File: src/rtl/car_pkg.sv
// Shared types and constants for the comb and allpass reverberator.
`timescale 1ns / 1ps
package car_pkg;

    localparam int NCOMB = 8;
    localparam int NAP = 4;
    localparam int VW = 24;

    localparam logic signed [VW-1:0] SAT_MAX = 24'sh7FFFFF;
    localparam logic signed [VW-1:0] SAT_MIN = -24'sh800000;

    localparam logic [16:0] GAIN_IN = 17'd19661;
    localparam logic [16:0] GAIN_AP = 17'd32768;
    localparam logic [16:0] GAIN_ONE = 17'd65536;

    // Register indexes.
    localparam logic [1:0] REG_FEEDBACK = 2'd0;
    localparam logic [1:0] REG_DAMPING = 2'd1;
    localparam logic [1:0] REG_WET = 2'd2;
    localparam logic [1:0] REG_DRY = 2'd3;

    // Sequencer states.
    typedef enum logic [9:0] {
        ST_CLEAR   = 10'b0000000001,
        ST_IDLE    = 10'b0000000010,
        ST_SCALE   = 10'b0000000100,
        ST_CREAD   = 10'b0000001000,
        ST_CFILT   = 10'b0000010000,
        ST_CWRITE  = 10'b0000100000,
        ST_AREAD   = 10'b0001000000,
        ST_AWRITE  = 10'b0010000000,
        ST_MIX     = 10'b0100000000,
        ST_OUT     = 10'b1000000000
    } state_t;

    // Operands of the shared multiply-add unit.
    typedef struct packed {
        logic signed [VW-1:0] a0;
        logic [16:0]          g0;
        logic signed [VW-1:0] a1;
        logic [16:0]          g1;
        logic signed [VW-1:0] add;
    } mac_op_t;

    // Saturate a wide value to the internal 24-bit range.
    function automatic logic signed [VW-1:0] sat24(input logic signed [47:0] v);
        logic signed [VW-1:0] r;
        if (v > 48'(SAT_MAX)) r = SAT_MAX;
        else if (v < 48'(SAT_MIN)) r = SAT_MIN;
        else r = v[VW-1:0];
        return r;
    endfunction

endpackage

File: src/rtl/car_mac.sv
// Shared multiply-add unit: rounded sum of two gain products plus an addend.
`timescale 1ns / 1ps
module car_mac (
    input  logic                            aclk,
    input  car_pkg::mac_op_t                op,
    output logic signed [car_pkg::VW-1:0]   result
);
    import car_pkg::*;

    logic signed [41:0] p0_reg, p1_reg;
    logic signed [VW-1:0] add_reg;
    logic signed [44:0] sum;
    logic signed [28:0] rnd;

    // First stage: two 24x17 products, registered.
    always_ff @(posedge aclk) begin
        p0_reg  <= op.a0 * $signed({1'b0, op.g0});
        p1_reg  <= op.a1 * $signed({1'b0, op.g1});
        add_reg <= op.add;
    end

    // Second stage: round half up, add, saturate.
    always_comb begin
        sum = 45'(p0_reg) + 45'(p1_reg) + 45'sd32768;
        rnd = sum[44:16];
    end

    always_ff @(posedge aclk) begin
        result <= sat24(48'(rnd) + 48'(add_reg));
    end
endmodule

File: config.mk
export PLATFORM = sky130hd
export DESIGN_NAME = car_mac
export DESIGN_NICKNAME = d
export VERILOG_FILES = /design/src/rtl/car_pkg.sv /design/src/rtl/car_mac.sv
export SDC_FILE = /design/constraint.sdc
export NUM_CORES = 2
export LEC_CHECK = 0
export ABC_AREA = 1
export BUFFER_PORTS_ARGS = -buffer_cell sky130_fd_sc_hd__buf_2
export CAP_MARGIN = 20
export CORE_ASPECT_RATIO = 0.9
export CORE_MARGIN = 8
export CORE_UTILIZATION = 40
export DETAILED_ROUTE_END_ITERATION = 16
export PLACE_DENSITY = 0.59
export SLEW_MARGIN = 10
export SYNTH_ARGS = -nofsm -noshare
export SYNTH_HDL_FRONTEND = slang
export SYNTH_SLANG_ARGS = --single-unit
File: constraint.sdc
create_clock -name aclk -period 11.9 [get_ports aclk]
set_input_delay 1.19 -clock aclk [delete_from_list [all_inputs] [get_ports aclk]]
set_output_delay 1.19 -clock aclk [all_outputs]
set_load 0.01 [all_outputs]
==> flow_summary_export.csv <==
group,metric,value,unit
outcome,status,"complete, no violations",
yosys,async_flop_share,0,%
setup_path,cp.arrival,7140,ps
global_route,grt_pass1_vias,32400,
yosys,syn_avg_cell_area,7.61,um2
finish,drive_above_1_share,3.47,%
setup_path,worst_r2r_startpoint,"p1_reg[4]",
job,maxCapViolCount,0,
setup_path,crit_start,"op[27]",
placement,hpwl,88.1,mm
yosys,synth-main-ff-cell,"dfxtp_1",
sta,worst_slew_pin_slew,827,ps
setup_path,critPathMaxFanout,24,
global_route,antenna_found_initial,6,
sta,holdWs,581,ps
finish,nets,6287,
yosys,synth_edf_count,0,
route,initialDrtViolationCount,1984,
route,wl_per_cell,16.5,um
placement,io_buffers,130,
floorplanning,io_pins,131,
cts,clk_latency,440,ps
placement,place_congestion,0.934,
cts,clk_path_buf_depth,2,
global_route,grt_max_degree,25,
finish,syn_to_final_growth,5.54,%
cts,cts_max_level,4,
sta,tns,0,ps
route,drt-total-wl,105,mm
worst_hold_path,hp-class,"reg2reg",
setup_path,regToRegSetupSlack,7030,ps
cts,cts_setup_buffers,0,
yosys,synth_fp_nets,6306,
cts,path_clk_slew,60,ps
setup_path,worstSetupPathType,"in2reg",
global_route,grt_pass1_wl,172,mm
yosys,yosysSeqAreaShare,6.83,%
sta,hold_viol_final,0,
sta,rsz0062_at_grt,"no",
cts,cts-hold-fix-buffers,0,
sta,setup_viol,0,
setup_path,timing.rr.end,"result[3]",
route,vias_per_cell,4.84,
setup_path,setup.worst_path.end_class,"flip-flop",
floorplanning,dieHeight,311,um
sta,relSlewSlack,44.7,%
route,ant_nets,0,
cts,cts_resized,0,
setup_path,crit_required,12270,ps
cts,clock_sinks,132,
yosys,syn_area,0.0387,mm2
route,drc,0,
setup_path,startpoint_type,"input pin",
sta,finalCriticalPeriod,6760,ps
yosys,yosysWarnings,0,
cts,cts_tree,"yes",
floorplanning,coreArea,0.0962,mm2
route,first_pass_iters,7,
cts,cts_made_buffers,17,
sta,fmax,148,MHz
cts,root_buffer,"clkbuf_16",
sta,final_max_slew_viol_count,0,
yosys,postSynthCellCount,5081,
sta,worst_clock_skew,7.05,ps
setup_path,rr_worst_depth,21,
floorplanning,dieArea,0.107,mm2
floorplanning,rows,108,
sta,period_share,56.8,%
yosys,synth_cell_type_count,41,
floorplanning,die_x,344,um
floorplanning,initial_utilization,40.2,%
global_route,overflow,0,
setup_path,crit_end,"p1_reg[39]",
finish,mostFrequentLayoutCell,"inv_1",
finish,layout_common_cells,"1513 x inv_1, 1279 x nand2_1, 803 x fa_1, 315 x ha_1, 241 x nor2_1",
route,vias,30700,
global_route,grtUsageTotal,20.0,%
yosys,ys_ff_latch,132,
==> how the worst min path moves through the flow <==
stage	from	endpoint	slack, ps	cells past startpoint
after global routing	add_reg[0]	result[0]	610	3
after floorplan	add_reg[0]	result[0]	520	3
after detailed placement	add_reg[0]	result[0]	550	3
final	add_reg[0]	result[0]	580	3
after global placement	add_reg[0]	result[0]	550	3
after CTS	add_reg[0]	result[0]	580	3
==> logic make-up after synthesis <==
logic type | count (synthesis) | synth area share [%]
AOI/OAI and AO/OA | 359 | 5.26
adders and majority gates | 1118 | 51.7
buffers and inverters | 1684 | 16.4
xor gates and xnor gates | 130 | 2.99
DFF | 132 | 6.83
and+or+nand+nor | 1658 | 16.8
==> per-layer routing <==
layer	share of wire, %	GRT usage (%)
met1	48	29.6
met2	45	31.8
met3	5.6	2.05
met4	1.8	4.03
met5	0	0
==> cells in the mapped netlist (all sizes together) (20+ instances only) <==
library cell,number,share of area (%)
nand3,77,1.0
nor2,242,2.4
dfxtp,132,6.8
inv,1516,15
nand2,1283,12
xor2,86,2.0
o21ai,99,1.3
fa,803,42
ha,315,10
a21oi,160,2.1
o21bai,30,0.58
a31oi,20,0.32
clkbuf,164,1.6
xnor2,44,1.0
==> layout make-up <==
cell class                 instances  area [um2]
inverter                        1516        5690
antenna                            3        7.51
tap                             1265        1580
sequential                       132        2640
fill                            9939       55400
timing repair buffer             130         651
multi-input combinational       3265       29700
clock buffer                      21         460
clock inverter                    11         104
==> critical path, stage by stage <==
cell and delay, ps:
buf_2 430, nand2_1 190, inv_1 150, fa_1 500, fa_1 860, inv_1 110, fa_1 470, fa_1 550
inv_1 50, fa_1 470, inv_1 50, fa_1 470, inv_1 40, ha_1 350, nand2_1 130, nor2_1 150
inv_1 90, nor4_1 460, nand4_1 150, nand3_1 130, xor2_1 140
==> metrics by stage <==
step | utilization (%) | setup WS (ps) | instances | instance area (um2)
4_1_cts | 42.4 | 5130 | 6340 | 40800
3_5_place_dp | 41.8 | 4680 | 6308 | 40300
3_3_place_gp | 41.8 | 4710 | 6308 | 40300
5_1_grt | 42.4 | 4710 | 6343 | 40800
2_1_floorplan | - | 5210 | 5081 | 38700
6_report | 42.4 | 5140 | 6343 | 40800
Power is not shown: default switching activity piles up to over one toggle a cycle in this logic, so the estimate is an artifact.
